===== config.mk =====
export PLATFORM = sky130hd
export DESIGN_NAME = power_channel_fault_escalator
export DESIGN_NICKNAME = d
export VERILOG_FILES = /design/src/pcfe_pkg.sv /design/src/pcfe_state_mem.sv /design/src/pcfe_step.sv /design/src/power_channel_fault_escalator.sv
export SDC_FILE = /design/constraint.sdc
export NUM_CORES = 1
export LEC_CHECK = 0
export BUFFER_PORTS_ARGS = -buffer_cell sky130_fd_sc_hd__buf_4
export CAP_MARGIN = 20
export CORE_ASPECT_RATIO = 0.6
export CORE_MARGIN = 3
export CORE_UTILIZATION = 23
export DETAILED_ROUTE_END_ITERATION = 10
export PLACE_DENSITY = 0.37
export SLEW_MARGIN = 20
export SYNTH_ARGS = -nofsm -noshare
export SYNTH_HDL_FRONTEND = slang
export SYNTH_HIERARCHICAL = 1
export SYNTH_SLANG_ARGS = --single-unit

===== constraint.sdc =====
create_clock -name clk -period 21.6 [get_ports clk]
set_input_delay 0 -clock clk [delete_from_list [all_inputs] [get_ports clk]]
set_output_delay 0 -clock clk [all_outputs]
set_load 0.01 [all_outputs]

===== src/pcfe_pkg.sv =====
package pcfe_pkg;

	// default channel count
	localparam int NumChannelsDef = 8;

	// channels below this index escalate and may have their count cleared
	localparam int EscalateLimit = 5;

	// timed disable deadline that would land on zero is moved here
	localparam logic [31:0] DeadlineFloor = 32'd1;

	// largest fault count
	localparam logic [7:0] CountMax = 8'd255;

	// action codes
	localparam logic [3:0] ACT_NONE      = 4'd0;
	localparam logic [3:0] ACT_ABSENT    = 4'd1;
	localparam logic [3:0] ACT_PERM_OFF  = 4'd2;
	localparam logic [3:0] ACT_HELD      = 4'd3;
	localparam logic [3:0] ACT_CYCLE     = 4'd4;
	localparam logic [3:0] ACT_TIMED     = 4'd5;
	localparam logic [3:0] ACT_PERM      = 4'd6;
	localparam logic [3:0] ACT_CLEARED   = 4'd7;
	localparam logic [3:0] ACT_RECOVERED = 4'd8;
	localparam logic [3:0] ACT_CMD_RESET = 4'd9;

	// request types
	localparam logic REQ_SAMPLE = 1'b0;
	localparam logic REQ_CLEAR  = 1'b1;

	// configuration register indexes
	localparam logic [2:0] CFG_CHANS    = 3'd0;
	localparam logic [2:0] CFG_EXT_THR  = 3'd1;
	localparam logic [2:0] CFG_PERM_THR = 3'd2;
	localparam logic [2:0] CFG_EXT_MS   = 3'd3;
	localparam logic [2:0] CFG_REC_MS   = 3'd4;

	// per-channel state held in memory
	typedef struct packed {
		logic [7:0]  count;
		logic [31:0] start;
		logic [31:0] deadline;
	} pcfe_entry_t;

	// configuration registers
	typedef struct packed {
		logic [3:0]  chans;
		logic [7:0]  ext_thr;
		logic [7:0]  perm_thr;
		logic [31:0] ext_ms;
		logic [31:0] rec_ms;
	} pcfe_cfg_t;

	// state updates besides the entry itself
	typedef struct packed {
		logic wr_en;
		logic set_prev;
		logic clr_prev;
		logic set_dis;
	} pcfe_upd_t;

	// one result item
	typedef struct packed {
		logic [3:0]  action;
		logic        reenabled;
		logic [7:0]  count;
		logic [31:0] duration;
	} pcfe_result_t;

endpackage


===== src/pcfe_state_mem.sv =====
module pcfe_state_mem import pcfe_pkg::*; #(
	parameter int Depth = NumChannelsDef,
	parameter int AddrW = (Depth > 1) ? $clog2(Depth) : 1
) (
	input  logic             clk,
	input  logic             arst_n,
	input  logic             rd_en,
	input  logic [AddrW-1:0] rd_addr,
	output pcfe_entry_t      rd_data,
	input  logic             wr_en,
	input  logic [AddrW-1:0] wr_addr,
	input  pcfe_entry_t      wr_data
);

	pcfe_entry_t mem_q [Depth];
	logic [Depth-1:0] written_q;
	pcfe_entry_t rd_data_q;
	logic rd_written_q;

	// entry storage
	always_ff @(posedge clk) begin
		if (wr_en) begin
			mem_q[wr_addr] <= wr_data;
		end
		if (rd_en) begin
			rd_data_q <= mem_q[rd_addr];
		end
	end

	// written flags, cleared at reset so unwritten entries read as zero
	always_ff @(posedge clk or negedge arst_n) begin
		if (!arst_n) begin
			written_q    <= '0;
			rd_written_q <= 1'b0;
		end else begin
			if (wr_en) begin
				written_q[wr_addr] <= 1'b1;
			end
			if (rd_en) begin
				rd_written_q <= written_q[rd_addr];
			end
		end
	end

	assign rd_data = rd_written_q ? rd_data_q : '0;

endmodule


===== src/pcfe_step.sv =====
module pcfe_step import pcfe_pkg::*; #(
	parameter int NumChannels = NumChannelsDef
) (
	input  logic         req_type,
	input  logic [2:0]   chan,
	input  logic         fault_now,
	input  logic [31:0]  now_ms,
	input  pcfe_cfg_t    cfg,
	input  pcfe_entry_t  entry,
	input  logic         was_fault,
	input  logic         is_disabled,
	output pcfe_entry_t  entry_new,
	output pcfe_upd_t    upd,
	output pcfe_result_t res
);

	logic        in_range;
	logic        esc;
	logic        held;
	logic [31:0] since_dl;
	logic [31:0] since_start;
	logic [31:0] timed_dl;
	logic [7:0]  cnt_inc;

	assign in_range    = 32'(chan) < 32'(NumChannels);
	assign esc         = 32'(chan) < 32'(EscalateLimit);
	assign since_dl    = now_ms - entry.deadline;
	assign since_start = now_ms - entry.start;
	assign timed_dl    = now_ms + cfg.ext_ms;
	assign cnt_inc     = (entry.count == CountMax) ? CountMax : entry.count + 8'd1;

	// one step of the channel supervisor
	always_comb begin
		entry_new     = entry;
		upd           = '0;
		res.action    = ACT_NONE;
		res.reenabled = 1'b0;
		res.duration  = '0;
		held          = 1'b0;
		if (in_range) begin
			upd.wr_en = 1'b1;
			if (req_type == REQ_CLEAR) begin
				if (esc) begin
					entry_new.count = '0;
					entry_new.start = '0;
					res.action      = ACT_CMD_RESET;
				end
			end else if ({1'b0, chan} >= cfg.chans) begin
				res.action = ACT_ABSENT;
			end else if (is_disabled) begin
				res.action = ACT_PERM_OFF;
			end else begin
				// timed disable deadline, wrapping signed compare
				if (entry.deadline != '0) begin
					if (!since_dl[31]) begin
						entry_new.deadline = '0;
						res.reenabled      = 1'b1;
					end else begin
						held       = 1'b1;
						res.action = ACT_HELD;
					end
				end
				if (!held) begin
					if (fault_now && !was_fault) begin
						// rising edge: count and escalate
						entry_new.start = now_ms;
						entry_new.count = cnt_inc;
						upd.set_prev    = 1'b1;
						if (!esc) begin
							res.action = ACT_NONE;
						end else if (cnt_inc >= cfg.perm_thr) begin
							entry_new.deadline = '0;
							upd.set_dis        = 1'b1;
							res.action         = ACT_PERM;
						end else if (cnt_inc >= cfg.ext_thr) begin
							entry_new.deadline = (timed_dl == '0) ? DeadlineFloor : timed_dl;
							res.action         = ACT_TIMED;
						end else begin
							res.action = ACT_CYCLE;
						end
					end else if (!fault_now && was_fault) begin
						// falling edge: report duration
						res.duration = since_start;
						upd.clr_prev = 1'b1;
						res.action   = ACT_CLEARED;
					end else if (!fault_now && entry.count != '0
						&& since_start > cfg.rec_ms) begin
						// healthy long enough
						if (esc) begin
							entry_new.count = '0;
							entry_new.start = '0;
						end
						res.action = ACT_RECOVERED;
					end
				end
			end
		end else if (req_type == REQ_SAMPLE) begin
			res.action = ACT_ABSENT;
		end
		res.count = in_range ? entry_new.count : '0;
	end

endmodule


===== src/power_channel_fault_escalator.sv =====
// A result item is written to the output register once its input item's state has been read
// and stepped, unless a waiting result is stalled; the per-channel state memory is read when an
// item is accepted and written back when it completes, and input stalls while that runs.
// A waiting result does not hold up the next item until the write-back must deliver.
// Reset clears fault edges, disable flags and all channel state, and loads the
// register defaults; the entry memory needs no clearing pass.
module power_channel_fault_escalator import pcfe_pkg::*; #(
	parameter int NUM_CHANNELS = NumChannelsDef
) (
	input  logic        clk,
	input  logic        arst_n,
	// configuration writes
	input  logic        cfg_valid,
	output logic        cfg_ready,
	input  logic [2:0]  cfg_index,
	input  logic [31:0] cfg_data,
	// input items
	input  logic        in_valid,
	output logic        in_stall,
	input  logic        req_type,
	input  logic [2:0]  chan,
	input  logic        fault_now,
	input  logic [31:0] now_ms,
	// result items
	output logic        out_valid,
	input  logic        out_stall,
	output logic [2:0]  chan_out,
	output logic [3:0]  action,
	output logic        reenabled,
	output logic [7:0]  fault_count_out,
	output logic [31:0] fault_duration_ms
);

	localparam int AddrW = (NUM_CHANNELS > 1) ? $clog2(NUM_CHANNELS) : 1;

	pcfe_cfg_t cfg_q;
	logic [NUM_CHANNELS-1:0] prev_fault_q;
	logic [NUM_CHANNELS-1:0] disabled_q;

	logic        item_valid_s1;
	logic        req_type_s1;
	logic [2:0]  chan_s1;
	logic        fault_now_s1;
	logic [31:0] now_ms_s1;

	logic         out_valid_q;
	logic [2:0]   chan_out_q;
	pcfe_result_t res_q;

	logic             in_accept;
	logic             done;
	logic             in_range_s1;
	logic [AddrW-1:0] addr_in;
	logic [AddrW-1:0] addr_s1;
	logic             was_fault;
	logic             is_disabled;
	pcfe_entry_t      entry_rd;
	pcfe_entry_t      entry_new;
	pcfe_upd_t        upd;
	pcfe_result_t     res;

	assign cfg_ready   = 1'b1;
	assign in_stall    = item_valid_s1;
	assign in_accept   = in_valid && !in_stall;
	assign done        = item_valid_s1 && (!out_valid_q || !out_stall);
	assign addr_in     = AddrW'(chan);
	assign addr_s1     = AddrW'(chan_s1);
	assign in_range_s1 = 32'(chan_s1) < 32'(NUM_CHANNELS);
	assign was_fault   = in_range_s1 && prev_fault_q[addr_s1];
	assign is_disabled = in_range_s1 && disabled_q[addr_s1];

	// configuration registers
	always_ff @(posedge clk or negedge arst_n) begin
		if (!arst_n) begin
			cfg_q.chans    <= 4'd0;
			cfg_q.ext_thr  <= 8'd2;
			cfg_q.perm_thr <= 8'd3;
			cfg_q.ext_ms   <= 32'd60000;
			cfg_q.rec_ms   <= 32'd300000;
		end else if (cfg_valid && cfg_ready) begin
			case (cfg_index)
				CFG_CHANS:    cfg_q.chans    <= cfg_data[3:0];
				CFG_EXT_THR:  cfg_q.ext_thr  <= cfg_data[7:0];
				CFG_PERM_THR: cfg_q.perm_thr <= cfg_data[7:0];
				CFG_EXT_MS:   cfg_q.ext_ms   <= cfg_data;
				CFG_REC_MS:   cfg_q.rec_ms   <= cfg_data;
				default: ;
			endcase
		end
	end

	// channel state memory
	pcfe_state_mem #(
		.Depth (NUM_CHANNELS),
		.AddrW (AddrW)
	) u_mem (
		.clk     (clk),
		.arst_n  (arst_n),
		.rd_en   (in_accept),
		.rd_addr (addr_in),
		.rd_data (entry_rd),
		.wr_en   (done && upd.wr_en),
		.wr_addr (addr_s1),
		.wr_data (entry_new)
	);

	// supervisor step
	pcfe_step #(
		.NumChannels (NUM_CHANNELS)
	) u_step (
		.req_type    (req_type_s1),
		.chan        (chan_s1),
		.fault_now   (fault_now_s1),
		.now_ms      (now_ms_s1),
		.cfg         (cfg_q),
		.entry       (entry_rd),
		.was_fault   (was_fault),
		.is_disabled (is_disabled),
		.entry_new   (entry_new),
		.upd         (upd),
		.res         (res)
	);

	// item in flight while the memory is read
	always_ff @(posedge clk or negedge arst_n) begin
		if (!arst_n) begin
			item_valid_s1 <= 1'b0;
		end else if (in_accept) begin
			item_valid_s1 <= 1'b1;
		end else if (done) begin
			item_valid_s1 <= 1'b0;
		end
	end

	always_ff @(posedge clk) begin
		if (in_accept) begin
			req_type_s1  <= req_type;
			chan_s1      <= chan;
			fault_now_s1 <= fault_now;
			now_ms_s1    <= now_ms;
		end
	end

	// fault edge and permanent disable flags
	always_ff @(posedge clk or negedge arst_n) begin
		if (!arst_n) begin
			prev_fault_q <= '0;
			disabled_q   <= '0;
		end else if (done && in_range_s1) begin
			if (upd.set_prev) begin
				prev_fault_q[addr_s1] <= 1'b1;
			end else if (upd.clr_prev) begin
				prev_fault_q[addr_s1] <= 1'b0;
			end
			if (upd.set_dis) begin
				disabled_q[addr_s1] <= 1'b1;
			end
		end
	end

	// output register
	always_ff @(posedge clk or negedge arst_n) begin
		if (!arst_n) begin
			out_valid_q <= 1'b0;
		end else if (done) begin
			out_valid_q <= 1'b1;
		end else if (!out_stall) begin
			out_valid_q <= 1'b0;
		end
	end

	always_ff @(posedge clk) begin
		if (done) begin
			chan_out_q <= chan_s1;
			res_q      <= res;
		end
	end

	assign out_valid         = out_valid_q;
	assign chan_out          = chan_out_q;
	assign action            = res_q.action;
	assign reenabled         = res_q.reenabled;
	assign fault_count_out   = res_q.count;
	assign fault_duration_ms = res_q.duration;

endmodule


==> results.md, run 1 <==
* WHS Path Cells at 2
* Worst VDD drop at 0.0586 mV
* Cell area after layout at 0.0459 mm2
* Tmin final at 8160 ps
* Slew headroom at 0.248
* EDFF count, synth at 733
* Synth top area share at 0.573
* I/O pin count at 128
* Max-cap violation count at 0
* Chip height at 323 um
* Routed Antenna Nets at 0
* Initial antenna violation count at 17
* Crit path largest cell delay at 1090 ps
* Post-synthesis sequential area ratio at 0.646
* Maximum clock frequency at 123 MHz
* # resized after CTS at 0
* Fillers at 16600
* Crit-path leading delay family: compound AO/OA/AOI/OAI gates
* Clock Path Buffers at 3
* Htree depth at 3
* CTS tree: built
* Residual DRC count at 0
* Ratio of cells with drive above 1 in the final layout at 0.243
* DP Area at 0.0420 mm2
* Register bit total from synthesis at 844
* Vias post-DR at 22800
* FFs w/ async S/R, synth at 0.132
* Synth Area in XOR/XNOR at 0.0146
* Die Span X at 534 um
* Drt wl/cell at 26.3 um
* Arr. time, crit path at 8630 ps
* Final core occ at 0.278
* Slowest stage cell, crit path: dfrtp_2
* PwrDens at 119 mW/mm2
* Vias per cell at 4.60
* Hold Path Class: in2reg
* Largest net degree at the start of global routing at 74
* Post-synthesis adder-cell area fraction at 0.0482
* Unrepaired setup endpoints after global routing: false
* DR pass1 iterations at 5
* Placer Congestion at 0.873
* Startpoint types: register
* CP bufs+invs at 3
* Register area at 0.0248 mm2
* Final Setup Violations at 0
* Area leader, netlist: edfxtp_1
* Lkg Pwr at 0.0162 uW
* Final WL at 130000 um
* Initial Utilization at 0.233
* Grt ovf at 0
* CP Class: reg2reg
* Crit path required time at 22080 ps
* Num CTS Buffers at 85
* Crit path top cell by count: nand2_1
* IO Port Bufs at 126
* Hold Violations, Final at 0
* Synth warnings at 6
* Global-route wire length before repair at 182000 um
* Clock skew at 38.0 ps
* Net Count, Synth at 2615
* Largest family of logic cells by synthesized area: multiplexers
* Root Buffer: clkbuf_16
* Worst Reg2Reg Path Length in Cells at 26
* DRT iter0 DRCs at 2267
* Post-synth design cell area at 0.0384 mm2
* Commonest register cell after synthesis: edfxtp_1
* FP Rows at 115
* Crit path depth at 26
* Mean Syn Cell Area at 16.1 um2
* Synth area leaders: edfxtp_1 (57%), mux4_2 (8.6%), dfrtp_1 (6.1%)
* Setup TNS Final at 0 ps
* Compound-Gate Fraction of Synth Area at 0.0643
* Period utilization at 0.378
* Reg clk slew, reported paths at 70 ps
* Vias in the first global route at 23200
* CP Capture Type: register
* Simple-Gate Fraction of Synth Area at 0.0582
* Status: completed
* Area Growth Syn to Fin at 19.4%
* Skew-Pair Late Insertion Delay at 710 ps
* GRT Util Overall at 0.149
* DP Wirelength at 86100 um
* Synth Instances at 2391
* Mux share of post-synthesis cell area at 0.137
* Worst-Margin Slew at 1130 ps
* Footprint of the multi-input gates at 0.0125 mm2
* Core area at 0.165 mm2
* Clock Sinks at 844
* Fin nets at 2879
* CP Max Fanout at 41
* Total die area at 0.172 mm2
* Netlist cell types at 85
* Final Max Tran Viols at 0
## area by class of cell
class                      instances  area share
sequential                       844       0.541
multi-input combinational       1287       0.272
tap                             2223      0.0606
timing repair buffer             285      0.0530
clock buffer                     114      0.0501
inverter                         152      0.0124
clock inverter                    43      0.0112
antenna                            2    0.000109
## synth_stat cells, types with 22 or more instances
library cell and instances:
a21o_1 29, mux2_2 125, buf_2 22, inv_1 151, and2_1 83, a22o_1 47, xnor2_1 38, mux2_4 30
dfrtp_1 93, a21oi_1 79, o21ai_0 67, clkbuf_1 48, xor2_1 26, ha_1 145, nand3_1 26, edfxtp_1 733
mux4_2 147, nand4_1 33, nor2_1 68, nand2_1 81
## worst reg2reg max path, stage by stage, from the launching register on
cell      delay, ps
dfrtp_2        1090
buf_4           550
and2_1          250
ha_1            230
inv_1            70
fa_1            400
a21o_1          180
a21oi_1         300
o21ai_1         140
a221oi_2        380
nor2b_1         120
a31oi_1         540
o221ai_1        300
nand2_1         130
xor2_1          230
inv_1            70
ha_1            270
nand2_1          60
or2_2           300
nor2_1          160
nand2_1         120
nor4_1          320
nor4_1           90
o21ai_0         180
o22a_1          240
o21a_4          730
a22o_1          490
## final timing paths
path,from,endpoint,slack [ps]
min in group asynchronous,arst_n,cfg_q[37],490
setup reg to reg,u_mem/rd_written_q,u_mem/mem_q[0][53],13440
setup / recovery,u_mem/rd_written_q,u_mem/mem_q[0][53],13440
max in group asynchronous,arst_n,u_mem/rd_written_q,20260
hold reg to reg,disabled_q[2],disabled_q[2],460
hold / removal,now_ms[19],now_ms_s1[19],60
## per-layer routing
metal  up-vias  global-route usage  wire (um)
met4         0              0.0270       1890
met3       136              0.0298       8180
met2       699               0.212      53600
met1     12100               0.232      66600
met5         -                   0          0
li1       9858                   -          -
## timing repair
item	CTS	global route
setup buffers	0	0
hold buffers	105	0
endpoints found under the setup margin	0	0
endpoints found under the hold margin	209	0
## flip-flops by register name (all words and copies together), names as in the netlist, named ones only
register and count:
cfg_q 84, now_ms_s1 32, in_stall 1, u_mem/rd_written_q 1
chan_out 3, action 4, u_mem/written_q 8, disabled_q 8
reenabled 1, u_mem/rd_data_q 72, req_type_s1 1, out_valid 1
addr_s1 3, fault_duration_ms 32, fault_now_s1 1, fault_count_out 8
u_mem/mem_q 576
## metrics by stage
| step | worst slack [ps] | hold slack [ps] | total power (uW) | cells |
|---|---|---|---|---|
| after floorplan | 14470 | -296 | 3260 | 2391 |
| after global placement | 13760 | 6.33 | 3930 | 4686 |
| after detailed placement | 13470 | 19.5 | 3950 | 4686 |
| after CTS | 13410 | 3.84 | 5540 | 4948 |
| after global routing | 12790 | 19.2 | 5780 | 4948 |
| final | 13440 | 55.8 | 5480 | 4950 |
## placed cells by master (no fill, tap or decap), types with 26 or more instances in the layout
master,synthesis,routed
o21ai_0,67,61
mux2_2,125,125
dlygate4sd3_1,0,104
nand4_1,33,33
xnor2_1,38,38
dfrtp_1,93,92
and2_1,83,83
nand3_1,26,26
xor2_1,26,26
a22o_1,47,47
nand2_1,81,81
inv_1,151,151
edfxtp_1,733,733
mux2_4,30,30
a21o_1,29,29
buf_4,12,177
clkbuf_16,0,87
mux4_2,147,147
ha_1,145,145
nor2_1,68,61
a21oi_1,79,79
## power breakdown
group / internal [uW] / leakage (uW) / total [uW] / switching (uW)
sequential: 2130 / 0.00810 / 2240 / 112
clock: 864 / 0.00136 / 1530 / 668
combinational: 590 / 0.00674 / 1700 / 1110
total: 3580 / 0.0162 / 5480 / 1890
## cell families after synthesis
logic type / after synthesis
compound gates: 356
xor+xnor: 64
fa+ha+maj: 147
buf+inv: 260
flops: 844
mux: 312
other cells: 2
simple gates: 406
Note: power is estimated with default switching activity, not from simulation.
==> run 2, diff against run 1 <==
--- a/config.mk
+++ b/config.mk
@@ -5,6 +5,7 @@
 export SDC_FILE = /design/constraint.sdc
 export NUM_CORES = 1
 export LEC_CHECK = 0
+export ABC_AREA = 1
 export BUFFER_PORTS_ARGS = -buffer_cell sky130_fd_sc_hd__buf_4
 export CAP_MARGIN = 20
 export CORE_ASPECT_RATIO = 0.6
==> constraint.sdc (replaced) <==
create_clock -name clk -period 8.5 [get_ports clk]
set_input_delay 0 -clock clk [delete_from_list [all_inputs] [get_ports clk]]
set_output_delay 0 -clock clk [all_outputs]
set_load 0.01 [all_outputs]
==> results.md, run 2 <==
* Startpoint types: register
* Period utilization at 0.728
* Tmin final at 6190 ps
* Hold Violations, Final at 0
* Internal power at 8610 uW
* Area leader, netlist: edfxtp_1
* Chip height at 335 um
* Sequential Power Share at 0.403
* Global-route wire length before repair at 217000 um
* WHS at 45.0 ps
* Routed Antenna Nets at 0
* IO Port Bufs at 126
* Initial antenna violation count at 11
* Vias per cell at 4.44
* # resized after CTS at 0
* Unrepaired setup endpoints after global routing: false
* Net Count, Synth at 4574
* Lkg Pwr at 0.0198 uW
* CP Max Fanout at 40
* DP Wirelength at 99800 um
* Largest register by flop count: u_mem/mem_q
* Synth Instances at 4350
* DR pass1 iterations at 7
* Num CTS Buffers at 85
* Fillers at 18900
* Commonest non-fill, non-tap cells in the layout: nand2_1 (1090), edfxtp_1 (733), nor2_1 (545)
* Area Growth Syn to Fin at 17.7%
* Crit path largest cell delay at 800 ps
* EDFF count, synth at 733
* FFs w/ async S/R, synth at 0.132
* Max-cap violation count at 0
* Maximum clock frequency at 162 MHz
* CP Class: reg2reg
* Drt wl/cell at 21.6 um
* Total die area at 0.186 mm2
* Status: completed
* Root Buffer: clkbuf_16
* Sw Share at 0.380
* Arr. time, crit path at 6480 ps
* Clock Sinks at 844
* DP Area at 0.0449 mm2
* Register area at 0.0248 mm2
* Power Total at 13900 uW
* Worst VDD drop at 0.141 mV
* Reg clk slew, reported paths at 60 ps
* Post-synth design cell area at 0.0415 mm2
* Slowest stage cell, crit path: dfrtp_4
* Cell area after layout at 0.0489 mm2
* Largest registers: u_mem/mem_q (576), cfg_q (84), u_mem/rd_data_q (72)
* Max reg flops at 576
* Clock skew at 59.2 ps
* Register bit total from synthesis at 844
* Commonest register cell after synthesis: edfxtp_1
* I/O pin count at 128
* Synth cell count leaders: nand2_1 (1090), edfxtp_1 (733), nor2_1 (555)
* Vias post-DR at 31100
* Hold Path Class: in2reg
* GRT Util Overall at 0.159
* Die Span X at 554 um
* CTS tree: built
* Fin nets at 4778
* Mean Syn Cell Area at 9.54 um2
* Setup slack at placement at 2500 ps
* Synth area leaders: edfxtp_1 (53%), nand2_1 (9.9%), dfrtp_1 (5.6%)
* Crit path top cell by count: nand2_1
* Largest net degree at the start of global routing at 154
* PwrDens at 284 mW/mm2
* Htree depth at 3
* Synth warnings at 6
* DRT iter0 DRCs at 2945
* Initial Utilization at 0.232
* Clock Path Buffers at 3
* Core area at 0.179 mm2
* Most common cell after layout, fill and taps aside: nand2_1
* Worst-Margin Slew at 1100 ps
* Ratio of cells with drive above 1 in the final layout at 0.0826
* Clock group share of total power at 0.272
* Synth top area share at 0.530
* Grt ovf at 0
* Skew-Pair Late Insertion Delay at 710 ps
* Post-synthesis sequential area ratio at 0.598
* Final Max Tran Viols at 0
* Top-count cell post-synth: nand2_1
* Residual DRC count at 0
* FP Rows at 120
* Fin worst setup slack at 2310 ps
* Crit path required time at 8790 ps
* Slew headroom at 0.266
* Net Sw Power at 5280 uW
* Placer Congestion at 0.910
* Vias in the first global route at 29300
* Logic pwr share at 0.325
* Final Setup Violations at 0
* Final WL at 151000 um
* CP Capture Type: register
* Footprint of the multi-input gates at 0.0139 mm2
* Setup TNS Final at 0 ps
* Netlist cell types at 56
-- run 2: area by class of cell --
class | instances | area share
Clock buffer | 111 | 0.0459
Sequential cell | 844 | 0.508
Tap cell | 2379 | 0.0609
Timing Repair Buffer | 303 | 0.0536
Inverter | 498 | 0.0387
Multi-Input combinational cell | 2822 | 0.283
Antenna cell | 2 | 0.000102
Clock inverter | 45 | 0.00950
-- run 2: final timing paths --
path                                            to  slack [ps]  cells after the start                from
min in group asynchronous                out_valid         400                      4              arst_n
worst max-delay path            u_mem/mem_q[1][70]        2310                     28  u_mem/rd_written_q
worst min register to register  u_mem/written_q[6]         460                      2  u_mem/written_q[6]
worst max register to register  u_mem/mem_q[1][70]        2310                     28  u_mem/rd_written_q
worst min-delay path                 now_ms_s1[24]          50                      2          now_ms[24]
max in group asynchronous                cfg_q[46]        6900                      5              arst_n
-- run 2: cells by family (layout without fill, tap and decap cells) --
kind of cell / after synthesis / count (layout) / synth area share
compound gates: 743 / 743 / 0.0946
other cells: 2 / 4 / 0.000181
xor+xnor: 32 / 32 / 0.00675
fa+ha+maj: 147 / 147 / 0.0447
buf+inv: 684 / 957 / 0.0704
flops: 844 / 844 / 0.598
simple gates: 1898 / 1898 / 0.186
-- run 2: metrics by stage --
| stage | util | std cells |
|---|---|---|
| 5_1_grt | 0.273 | 7003 |
| 2_1_floorplan | - | 4350 |
| 3_5_place_dp | 0.251 | 6722 |
| 4_1_cts | 0.273 | 7002 |
| 6_report | 0.273 | 7004 |
| 3_3_place_gp | 0.251 | 6722 |
-- run 2: timing repair --
item / CTS / global route
hold buffers: 124 / 0
buffers inserted: 0 / 0
hold endpoints to repair: 231 / 0
-- run 2: critical path, delay by kind of cell, from the launching register on --
kind | cells | cell delay [ps]
adders and majority gates | 2 | 660
buffers and inverters | 4 | 640
DFF | 1 | 800
and+or+nand+nor | 22 | 3560
-- run 2: routing by layer --
metal  part of all wire  wire, um  vias up  GRT usage
li1                   -         -    14900          -
met1               0.53     79600    15200      0.252
met2               0.39     59300      797      0.219
met3              0.065      9890      129     0.0356
met4              0.015      2310        4     0.0284
met5            0.00018        27        -          0
-- run 2: power by group through the flow --
stage,clock [uW],combinational [uW],sequential (uW)
finish,3780,4510,5590
global route,4070,5050,5630
CTS,3900,4490,5600
detailed placement,0,4400,5680
global placement,0,4410,5690
floorplan,0,2770,5550
